File: src/hw/rtl/imh_pkg.sv
package imh_pkg;

  localparam int unsigned NodeCountDef = 4096;
  localparam int unsigned KeyBitsDef   = 32;

  localparam int unsigned IdW  = 12;
  localparam int unsigned OutKeyW = 32;
  localparam int unsigned OpW  = 3;

  typedef enum logic [OpW-1:0] {
    OP_INSERT = 3'd0,
    OP_DELETE = 3'd1,
    OP_POP    = 3'd2,
    OP_PEEK   = 3'd3,
    OP_CLEAR  = 3'd4,
    OP_RSV5   = 3'd5,
    OP_RSV6   = 3'd6,
    OP_RSV7   = 3'd7
  } op_e;

  // Datapath commands issued by the controller, one per cycle.
  typedef enum logic [3:0] {
    DC_NONE,       // nothing
    DC_LATCH,      // capture the request and read the position map
    DC_RD_TOP,     // read heap slot 1 and the last slot
    DC_RD_LAST,    // read the last slot
    DC_RD_PARENT,  // read the parent of the hole
    DC_RD_KIDS,    // read both children of the hole
    DC_MOVE_UP,    // move parent into hole, hole goes up
    DC_MOVE_DOWN,  // move chosen child into hole, hole goes down
    DC_PLACE,      // write the moving entry at the hole
    DC_CLR_MAP,    // clear position map entry of the node read at the sweep index
    DC_RD_SWEEP,   // read heap slot at the sweep index
    DC_FINISH,     // raise done, drive result
    DC_INIT_CLR    // zero the position map entry at the sweep index after reset
  } dcmd_e;

  typedef struct packed {
    dcmd_e cmd;
    logic  set_hole_pos;   // hole := position of the request node
    logic  set_hole_last;  // hole := old count + 1 (append)
    logic  set_hole_one;   // hole := 1
    logic  mov_from_req;   // moving entry := request
    logic  mov_from_last;  // moving entry := last slot
    logic  cnt_inc;
    logic  cnt_dec;
    logic  cnt_clr;
    logic  unmap_req;      // clear map of request node
    logic  unmap_top;      // clear map of top node
    logic  res_top;        // result carries the top entry
  } ctl_t;

  typedef struct packed {
    logic id_ok;
    logic present;         // request node is in the heap
    logic empty;
    logic pos_is_last;
    logic hole_gt1;
    logic parent_less;     // mov key < parent key  (up move)
    logic parent_gt;       // parent key > mov key  (either choice)
    logic has_child;
    logic child_less;      // chosen child key < mov key
    logic cnt_full;
    logic cnt_zero;
    logic cnt_one;
    logic sweep_done;
    logic init_last;       // last position map entry is being zeroed
  } sts_t;

endpackage

File: src/hw/rtl/imh_ctrl.sv
module imh_ctrl import imh_pkg::*; (
  input  logic           clk_i,
  input  logic           rst_ni,
  input  logic           start_i,
  input  logic [OpW-1:0] opcode_i,
  input  sts_t           sts_i,
  output logic           busy_o,
  output ctl_t           ctl_o
);

  localparam logic [3:0] S_IDLE    = 4'd0;
  localparam logic [3:0] S_DECODE  = 4'd1;
  localparam logic [3:0] S_TOPWAIT = 4'd2;
  localparam logic [3:0] S_LASTW   = 4'd3;
  localparam logic [3:0] S_EITHER  = 4'd4;
  localparam logic [3:0] S_UPCMP   = 4'd5;
  localparam logic [3:0] S_DNTEST  = 4'd6;
  localparam logic [3:0] S_DNCMP   = 4'd7;
  localparam logic [3:0] S_SWRD    = 4'd8;
  localparam logic [3:0] S_SWCLR   = 4'd9;
  localparam logic [3:0] S_FINISH  = 4'd10;
  localparam logic [3:0] S_UPTEST  = 4'd11;
  localparam logic [3:0] S_PLACE   = 4'd12;
  localparam logic [3:0] S_DONE    = 4'd13;
  localparam logic [3:0] S_INIT    = 4'd14;

  logic [3:0]     state_q, state_d;
  logic [OpW-1:0] op_q;
  logic           unmap_q, unmap_d;

  always_ff @(posedge clk_i or negedge rst_ni) begin
    if (!rst_ni) begin
      state_q <= S_INIT;
      op_q    <= OP_RSV7;
      unmap_q <= 1'b0;
    end else begin
      state_q <= state_d;
      unmap_q <= unmap_d;
      if (start_i && state_q == S_IDLE) op_q <= opcode_i;
    end
  end

  assign busy_o = (state_q != S_IDLE);

  always_comb begin
    state_d = state_q;
    unmap_d = unmap_q;
    ctl_o   = '0;
    ctl_o.cmd = DC_NONE;
    unique case (state_q)
      S_INIT: begin
        // Zero the position map, one node per cycle.
        ctl_o.cmd = DC_INIT_CLR;
        if (sts_i.init_last) state_d = S_IDLE;
      end
      S_IDLE: begin
        if (start_i) begin
          ctl_o.cmd = DC_LATCH;
          unmap_d = 1'b0;
          state_d = S_DECODE;
        end
      end
      S_DECODE: begin
        ctl_o.mov_from_req = 1'b1;
        state_d = S_FINISH;
        unique case (op_e'(op_q))
          OP_INSERT: begin
            if (sts_i.id_ok) begin
              if (!sts_i.present) begin
                if (!sts_i.cnt_full) begin
                  ctl_o.set_hole_last = 1'b1;
                  ctl_o.cnt_inc = 1'b1;
                  state_d = S_UPTEST;
                end
              end else begin
                ctl_o.set_hole_pos = 1'b1;
                state_d = S_EITHER;
                ctl_o.cmd = DC_NONE;
              end
            end
          end
          OP_DELETE: begin
            if (sts_i.id_ok && sts_i.present) begin
              unmap_d = 1'b1;
              if (sts_i.pos_is_last) begin
                ctl_o.cnt_dec = 1'b1;
              end else begin
                ctl_o.set_hole_pos = 1'b1;
                ctl_o.cmd = DC_RD_LAST;
                state_d = S_LASTW;
              end
            end
          end
          OP_POP, OP_PEEK: begin
            if (!sts_i.empty) begin
              ctl_o.cmd = DC_RD_TOP;
              state_d = S_TOPWAIT;
            end
          end
          OP_CLEAR: begin
            state_d = S_SWRD;
          end
          default: state_d = S_FINISH;
        endcase
      end
      S_TOPWAIT: begin
        ctl_o.res_top = 1'b1;
        if (op_e'(op_q) == OP_POP) begin
          ctl_o.unmap_top = 1'b0;
          ctl_o.mov_from_last = 1'b1;
          ctl_o.set_hole_one = 1'b1;
          ctl_o.cnt_dec = 1'b1;
          unmap_d = 1'b1;
          state_d = sts_i.cnt_one ? S_DONE : S_DNTEST;
        end else begin
          state_d = S_FINISH;
        end
      end
      S_LASTW: begin
        // The last entry moves into the hole left by the deleted node.
        ctl_o.mov_from_last = 1'b1;
        ctl_o.cnt_dec = 1'b1;
        ctl_o.unmap_req = 1'b1;
        unmap_d = 1'b0;
        state_d = S_EITHER;
      end
      S_EITHER: begin
        if (sts_i.hole_gt1) begin
          ctl_o.cmd = DC_RD_PARENT;
          state_d = S_UPCMP;
        end else begin
          state_d = S_DNTEST;
        end
      end
      S_UPTEST: begin
        if (sts_i.hole_gt1) begin
          ctl_o.cmd = DC_RD_PARENT;
          state_d = S_UPCMP;
        end else begin
          state_d = S_PLACE;
        end
      end
      S_UPCMP: begin
        if (sts_i.parent_less) begin
          ctl_o.cmd = DC_MOVE_UP;
          state_d = S_UPTEST;
        end else begin
          state_d = S_DNTEST;
        end
      end
      S_DNTEST: begin
        if (sts_i.has_child) begin
          ctl_o.cmd = DC_RD_KIDS;
          state_d = S_DNCMP;
        end else begin
          state_d = S_PLACE;
        end
      end
      S_DNCMP: begin
        if (sts_i.child_less) begin
          ctl_o.cmd = DC_MOVE_DOWN;
          state_d = S_DNTEST;
        end else begin
          state_d = S_PLACE;
        end
      end
      S_PLACE: begin
        ctl_o.cmd = DC_PLACE;
        state_d = S_DONE;
      end
      S_DONE: begin
        // Removal of the top node's map entry happens after any sift wrote it.
        if (unmap_q && op_e'(op_q) == OP_POP) ctl_o.unmap_top = 1'b1;
        if (unmap_q && op_e'(op_q) == OP_DELETE) ctl_o.unmap_req = 1'b1;
        unmap_d = 1'b0;
        state_d = S_FINISH;
      end
      S_SWRD: begin
        if (sts_i.sweep_done) begin
          ctl_o.cnt_clr = 1'b1;
          state_d = S_FINISH;
        end else begin
          ctl_o.cmd = DC_RD_SWEEP;
          state_d = S_SWCLR;
        end
      end
      S_SWCLR: begin
        ctl_o.cmd = DC_CLR_MAP;
        state_d = S_SWRD;
      end
      S_FINISH: begin
        if (unmap_q) begin
          ctl_o.unmap_req = 1'b1;
          unmap_d = 1'b0;
        end else begin
          ctl_o.cmd = DC_FINISH;
          state_d = S_IDLE;
        end
      end
      default: state_d = S_IDLE;
    endcase
  end

  idle_on_start_a: assert property (@(posedge clk_i) disable iff (!rst_ni)
    (start_i && !busy_o) |=> busy_o)
    else $error("accepted item did not make the unit busy");
  finish_idle_a: assert property (@(posedge clk_i) disable iff (!rst_ni)
    (ctl_o.cmd == DC_FINISH) |=> !busy_o)
    else $error("unit stayed busy after finishing");
  single_cnt_a: assert property (@(posedge clk_i) disable iff (!rst_ni)
    $countones({ctl_o.cnt_inc, ctl_o.cnt_dec, ctl_o.cnt_clr}) <= 1)
    else $error("conflicting count updates");

endmodule

File: config.mk
export PLATFORM = sky130hd
export DESIGN_NAME = imh_ctrl
export DESIGN_NICKNAME = d
export VERILOG_FILES = /design/src/hw/rtl/imh_pkg.sv /design/src/hw/rtl/imh_ctrl.sv
export SDC_FILE = /design/constraint.sdc
export NUM_CORES = 1
export LEC_CHECK = 0
export BUFFER_PORTS_ARGS = -buffer_cell sky130_fd_sc_hd__buf_2
export CORE_UTILIZATION = 41
export CTS_CLUSTER_DIAMETER = 100
export DETAILED_ROUTE_END_ITERATION = 6
export MAX_ROUTING_LAYER = met4
export PLACE_DENSITY = 0.68
export SLEW_MARGIN = 15
export SYNTH_ARGS = -nofsm -noshare
export SYNTH_HDL_FRONTEND = slang
export SYNTH_SLANG_ARGS = --single-unit
File: constraint.sdc
create_clock -name clk_i -period 4.5 [get_ports clk_i]
set_input_delay 1.125 -clock clk_i [delete_from_list [all_inputs] [get_ports clk_i]]
set_output_delay 1.125 -clock clk_i [all_outputs]
set_load 0.05 [all_outputs]
==> results of run 1 <==
-- worst max-delay path, delay by kind of cell, from the launching register on --
family / cells / cell delay (ns)
AO/OA/AOI/OAI: 1 / 0.10
buffers and inverters: 2 / 0.37
flip-flops: 1 / 0.88
AND/OR/NAND/NOR: 2 / 0.70
-- power breakdown --
part           switching (mW)  total (mW)  internal (mW)
Sequential              0.151       0.279          0.128
Clock                  0.0238      0.0577         0.0339
Combinational           0.320       0.518          0.199
Total                   0.495       0.855          0.361
-- per-layer routing --
layer	wire length [microns]	GRT usage [%]	share of wire, %
met5	0	-	0
met4	0	0	0
met3	156	4.39	5.8
met2	1320	34.4	49
met1	1220	29.6	45
-- cells in the final DEF (no fill, tap or decap), types with 3 or more instances in the layout --
master     n
clkbuf_4   3
o211ai_1   3
o31ai_1    3
nor3_1     3
nor2_1    11
nand2b_1   4
buf_2     33
a31oi_1    3
nand3_1    9
dfstp_2    6
nand2_1    9
o21ai_0    3
mux2_2     4
a21oi_1    8
nor2b_1    5
-- registers in the layout, summed over array words and instances (netlist names) --
signal and cells:
op_q 3, state_q 4, unmap_q 1
-- stage by stage --
step           hold slack, ns  utilization, %  total power, mW  instances
2_1_floorplan           0.624               -            0.699        130
3_3_place_gp            0.647            50.4            0.785        177
3_5_place_dp            0.655            50.4            0.797        177
4_1_cts                 0.665            51.5            0.858        181
5_1_grt                 0.674            51.5            0.915        181
6_report                0.664            51.5            0.855        181
-- cell type report --
class	count	area (sq um)
sequential	8	208
clock buffer	4	26.3
fill	227	1100
timing repair buffer	33	165
tap	28	35.0
multi-input combinational	105	722
inverter	3	16.3
-- cells in the mapped netlist, types with 2 or more instances --
cell | n | share of area (%)
nand2b_1 | 4 | 2.5
mux2i_1 | 2 | 2.0
nand2_1 | 9 | 3.3
a22oi_1 | 2 | 1.5
o211ai_1 | 3 | 2.2
inv_1 | 2 | 0.74
o32ai_1 | 2 | 1.7
a211oi_1 | 2 | 1.5
a21oi_1 | 8 | 3.9
a31oi_1 | 3 | 1.8
o21bai_1 | 2 | 1.5
dfrtp_1 | 2 | 4.9
nor3b_1 | 2 | 1.5
mux2_2 | 4 | 4.4
nor2_1 | 11 | 4.0
clkbuf_1 | 3 | 1.1
nor4_1 | 2 | 1.2
a21o_1 | 2 | 1.5
o21ai_0 | 3 | 1.5
dfstp_2 | 6 | 15
nand3_1 | 9 | 4.4
buf_2 | 9 | 4.4
o31ai_1 | 3 | 2.2
nor2b_1 | 5 | 3.1
and2_1 | 2 | 1.2
nor3_1 | 3 | 1.5
-- how the worst min path moves through the flow --
stage,from,end
floorplan,state_q[1]$_DFFE_PN1P_,state_q[2]$_DFFE_PN1P_
global placement,op_q[1]$_DFFE_PN1P_,op_q[1]$_DFFE_PN1P_
detailed placement,op_q[1]$_DFFE_PN1P_,op_q[1]$_DFFE_PN1P_
CTS,op_q[1]$_DFFE_PN1P_,op_q[1]$_DFFE_PN1P_
global route,op_q[1]$_DFFE_PN1P_,op_q[1]$_DFFE_PN1P_
finish,op_q[1]$_DFFE_PN1P_,op_q[1]$_DFFE_PN1P_
-- cells by family after synthesis --
family                 Yosys count  synth area share [%]
multiplexers                     6                  6.37
flip-flops                       8                  20.3
buffers and inverters           17                  8.95
AND/OR/NAND/NOR                 58                  35.2
AO/OA/AOI/OAI                   41                  29.2
==> impl_metrics.toml, run 1 <==
[setup_path]
cp-start-kind = "flip-flop"
r2r_end = "state_q[3]$_DFFE_PN1P_"
critical_path_class = "reg -> out"
r2r-start = "state_q[0]$_DFFE_PN0P_"
cp_cell_sequence = "or4b_4 -> clkinv_4 -> nand4b_4 -> o211ai_1 -> buf_2"
required_ns = 3.38
ff2ff_setup_slack_ns = 2.49
cp_slowest_stage_delay_ns = 0.88
cp_data_arrival_time_ns = 2.32
ff2ff_path_depth = 4
crit_start = "state_q[0]$_DFFE_PN0P_"
end_kind = "output port"
crit_fanout = 29
cp_slowest_cell = "dfrtp_1"
cp-endpoint = "ctl_o[11]"

[floorplanning]
die_area_sq_mm = 0.00269
io_pins = 36
die_w_microns = 51.9
initial_utilization_pct = 44.9
coreArea_sq_mm = 0.00228
die_y_microns = 51.9
rows = 17

[logic_synthesis]
syn_nets = 150
async_flop_share_pct = 100
yosys_register_bits = 8
synth_seq_area_share_pct = 20.3
syn-instance-count = 130
syn_avg_cell_area_sq_um = 7.85
synth_cell_types = 51
synth-main-ff-cell = "dfstp_2"
synth_edf_count = 0
ys_warn_count = 0
synth_area_sq_mm = 0.00102

[cts]
clk_latency_ns = 0.25
cts_tree = "built"
cts.sinks = 8
cts.clk_slew.worst_paths_ns = 0.05
numCtsBuffers = 3
cts_setup_buffers = 0
post_cts_resized = 0
cts.path.max_buffers = 2
ctsHoldBuffers = 0
htreeDepth = 1
cts_root_buf = "clkbuf_4"

[timing]
relSlewSlack_pct = 44.3
slew_viol_final = 0
setup_viol = 0
fin_crit_sh_pct = 76.5
fmax_mhz = 290
fin_crit_ns = 3.44
worst_slew_pin_slew_ns = 0.836
setup_ws_ns = 1.06
rsz0062_at_grt = "no"
finalHoldViolCount = 0
tns_ns = 0
fin_skew_ns = 0.000933

[routing]
first_pass_iters = 4
wire_per_inst_microns = 14.9
drt_iter0_drc = 35
drtAntennaViolNets = 0
finalWirelength_mm = 2.70
drc = 0
via_count = 1103
vias_per_cell = 6.09

[power]
power_density_mw_per_mm2 = 730
leakagePower_nw = 0.495
peakVddDrop_mv = 0.443

[cells_and_area]
insertedDiodeCount = 0
nets = 174
layout-area-overhead-vs-synth_pct = 14.8
fin_area_sq_mm = 0.00117
layout-drive-gt1-share_pct = 36.6

[global_route]
grt_max_degree = 30
grt-ovfl-total = 0
grtUsageTotal_pct = 21.5
antenna_found_initial = 0
grt_first_pass_wirelength_mm = 4.26
grt_pass1_vias = 915

[hold_path]
min_path_type = "reg -> reg"
hold_path_depth = 1

[placed_design]
dp_hpwl_mm = 2.07
dp_slack_ns = 1.16
place_area_sq_mm = 0.00115
globalplace.congestion = 0.849
io_buffers = 33

[flow_run]
drv_cap = 0

[outcome]
status = "completed"
Power figures use the tool's default switching activity.
==> run 2, diff against run 1 <==
--- a/config.mk
+++ b/config.mk
@@ -5,12 +5,13 @@
 export SDC_FILE = /design/constraint.sdc
 export NUM_CORES = 1
 export LEC_CHECK = 0
+export ABC_AREA = 1
 export BUFFER_PORTS_ARGS = -buffer_cell sky130_fd_sc_hd__buf_2
 export CORE_UTILIZATION = 41
 export CTS_CLUSTER_DIAMETER = 100
 export DETAILED_ROUTE_END_ITERATION = 6
 export MAX_ROUTING_LAYER = met4
-export PLACE_DENSITY = 0.68
+export PLACE_DENSITY = 0.72
 export SLEW_MARGIN = 15
 export SYNTH_ARGS = -nofsm -noshare
 export SYNTH_HDL_FRONTEND = slang
==> constraint.sdc (replaced) <==
create_clock -name clk_i -period 2.88 [get_ports clk_i]
set_input_delay 0.72 -clock clk_i [delete_from_list [all_inputs] [get_ports clk_i]]
set_output_delay 0.72 -clock clk_i [all_outputs]
set_load 0.05 [all_outputs]
==> run 2 against run 1 <==
Global-route usage up 2.3 points. Via count is 1.1% higher. Critical path depth rose by 2. Non-clock buffer count did not move. Sequential share of layout area grew 1.0 points. Hold slack got worse by 0.37 ns. Clock power up 52%. Largest power group unchanged.
==> impl_metrics.toml, run 2 <==
[routing]
drc = 0
first_pass_iters = 4
finalWirelength_mm = 2.44
vias_per_cell = 5.14
drt_iter0_drc = 11
via_count = 1115
wire_per_inst_microns = 11.2
drtAntennaViolNets = 0

[cts]
cts_setup_buffers = 0
cts_tree = "built"
clk_latency_ns = 0.25
htreeDepth = 1
ctsHoldBuffers = 0
post_cts_resized = 0
cts.path.max_buffers = 2
cts.clk_slew.worst_paths_ns = 0.06
numCtsBuffers = 3
cts_root_buf = "clkbuf_4"
cts.sinks = 8

[timing]
finalHoldViolCount = 0
rsz0062_at_grt = "no"
relSlewSlack_pct = 74.3
fin_crit_ns = 2.67
slew_viol_final = 0
fmax_mhz = 375
fin_crit_sh_pct = 92.7
setup_ws_ns = 0.211
worst_slew_pin_slew_ns = 0.384
fin_skew_ns = 0.00917
setup_viol = 0
tns_ns = 0

[setup_path]
cp_cell_sequence = "inv_1 -> nor2_1 -> nand4_1 -> nand2_1 -> inv_1 -> o2111ai_1 -> buf_2"
cp-start-kind = "flip-flop"
crit_fanout = 7
cpMostUsedCell = "inv_1"
cp_data_arrival_time_ns = 1.95
required_ns = 2.16
critical_path_class = "reg -> out"
end_kind = "output port"
cp_slowest_cell = "dfstp_2"
cp_slowest_stage_delay_ns = 0.54

[global_route]
grt_max_degree = 10
grt-busiest-layer = "met2"
met3_usage_pct = 3.70
grt_first_pass_wirelength_mm = 3.80
antenna_found_initial = 0
gr-usage-met1_pct = 29.1
grt-ovfl-total = 0
grtUsageTotal_pct = 23.8
use_met2_pct = 42.7
grt_pass1_vias = 962

[floorplanning]
io_pins = 36
initial_utilization_pct = 44.3
coreArea_sq_mm = 0.00198
die_y_microns = 48.3
rows = 16
die_w_microns = 48.3
die_area_sq_mm = 0.00233

[logic_synthesis]
synth_area_sq_um = 878
synth_most_common_cell = "nand2_1"
syn_avg_cell_area_sq_um = 5.70
synth_area_leaders = "nand2_1, dfstp_2, inv_1"
synth-main-ff-cell = "dfstp_2"
ys_warn_count = 0
yosys-top-cells-count = "nand2_1, inv_1, nor2_1, nand3_1, o21ai_0"
synth_cell_types = 23
synth_edf_count = 0
synth_top_area_share_pct = 19.2
yosysTopAreaCell = "nand2_1"
yosys_register_bits = 8
syn_nets = 174
synth_seq_area_share_pct = 23.6
syn-instance-count = 154
async_flop_share_pct = 100

[cells_and_area]
nets = 211
largest_reg_flops = 4
layout-area-overhead-vs-synth_pct = 26.1
reg.largest.list = "state_q x4, op_q x3, unmap_q x1"
top_register = "state_q"
insertedDiodeCount = 0
layout-drive-gt1-share_pct = 26.8
final_cell_mix = "nand2_1, buf_2, inv_1, nor2_1, nand3_1"
final_common_cell = "nand2_1"

[placed_design]
globalplace.congestion = 0.859
dp_slack_ns = 0.472
io_buffers = 33
dp_hpwl_mm = 2.16

[power]
peakVddDrop_mv = 0.517
leakagePower_nw = 0.625
power_density_mw_per_mm2 = 1120

[flow_run]
drv_cap = 0

[outcome]
status = "completed"

[hold_path]
min_path_type = "in -> async"
-- run 2: cell count changes after synthesis, moves of 4 or more --
cell,delta
nand2_1,+36
inv_1,+24
nor2_1,+10
buf_2,-9
nand3_1,+7
a21oi_1,-5
nand4_1,+5
nor2b_1,-5
o21ai_0,+5
mux2_2,-4
nand2b_1,-4
-- run 2: power breakdown --
| part | internal (mW) | leakage [nW] | switching, mW |
|---|---|---|---|
| clock | 0.0528 | 0.0150 | 0.0348 |
| combinational | 0.233 | 0.522 | 0.659 |
| sequential | 0.197 | 0.0887 | 0.0634 |
| total | 0.483 | 0.625 | 0.757 |
-- run 2: cell families (layout without fill, tap and decap cells) --
kind of cell,after synthesis,in the layout,synth area share (%)
AO/OA/AOI/OAI,17,17,11.5
buffers and inverters,28,64,12.4
AND/OR/NAND/NOR,101,101,52.4
flip-flops,8,8,23.6
-- run 2: critical path, delay by kind of cell, from the launching register on --
kind | cells | cell delay (ns)
buffers and inverters | 3 | 0.43
DFF | 1 | 0.54
and+or+nand+nor | 3 | 0.65
AOI/OAI and AO/OA | 1 | 0.08
-- run 2: through the flow --
stage	cells	instance area [sq um]	utilization (%)	power [mW]	hold WS, ns
after detailed placement	213	1080	54.5	1.16	0.561
after global placement	213	1080	54.5	1.15	0.558
after global routing	217	1110	55.9	1.36	0.286
after floorplan	154	890	-	0.952	0.424
after CTS	217	1110	55.9	1.25	0.288
final	217	1110	55.9	1.24	0.292
-- run 2: final timing paths --
kind                                        start                      to  depth (start not counted)  slack [ns]
max                        state_q[2]$_DFFE_PN1P_               ctl_o[11]                          7        0.21
min                                        rst_ni  state_q[0]$_DFFE_PN0P_                          1        0.29
max reg2reg                state_q[2]$_DFFE_PN1P_  state_q[0]$_DFFE_PN0P_                          8        1.31
min reg2reg                   op_q[2]$_DFFE_PN1P_     op_q[2]$_DFFE_PN1P_                          2        0.57
max in group asynchronous                  rst_ni     op_q[0]$_DFFE_PN1P_                          1        2.35
min in group clk_i            op_q[2]$_DFFE_PN1P_     op_q[2]$_DFFE_PN1P_                          2        0.57
-- run 2: cell type report --
| type | count | area [sq um] |
|---|---|---|
| sequential | 8 | 208 |
| inverter | 27 | 101 |
| tap | 27 | 33.8 |
| clock buffer | 4 | 26.3 |
| timing repair buffer | 33 | 165 |
| multi-input combinational | 118 | 573 |
| fill | 205 | 875 |
-- run 2: routing by layer --
layer | up-vias | share of wire (%)
met5 | - | 0
met4 | 0 | 0
met3 | 0 | 5.5
met2 | 24 | 53
met1 | 517 | 42
li1 | 574 | -
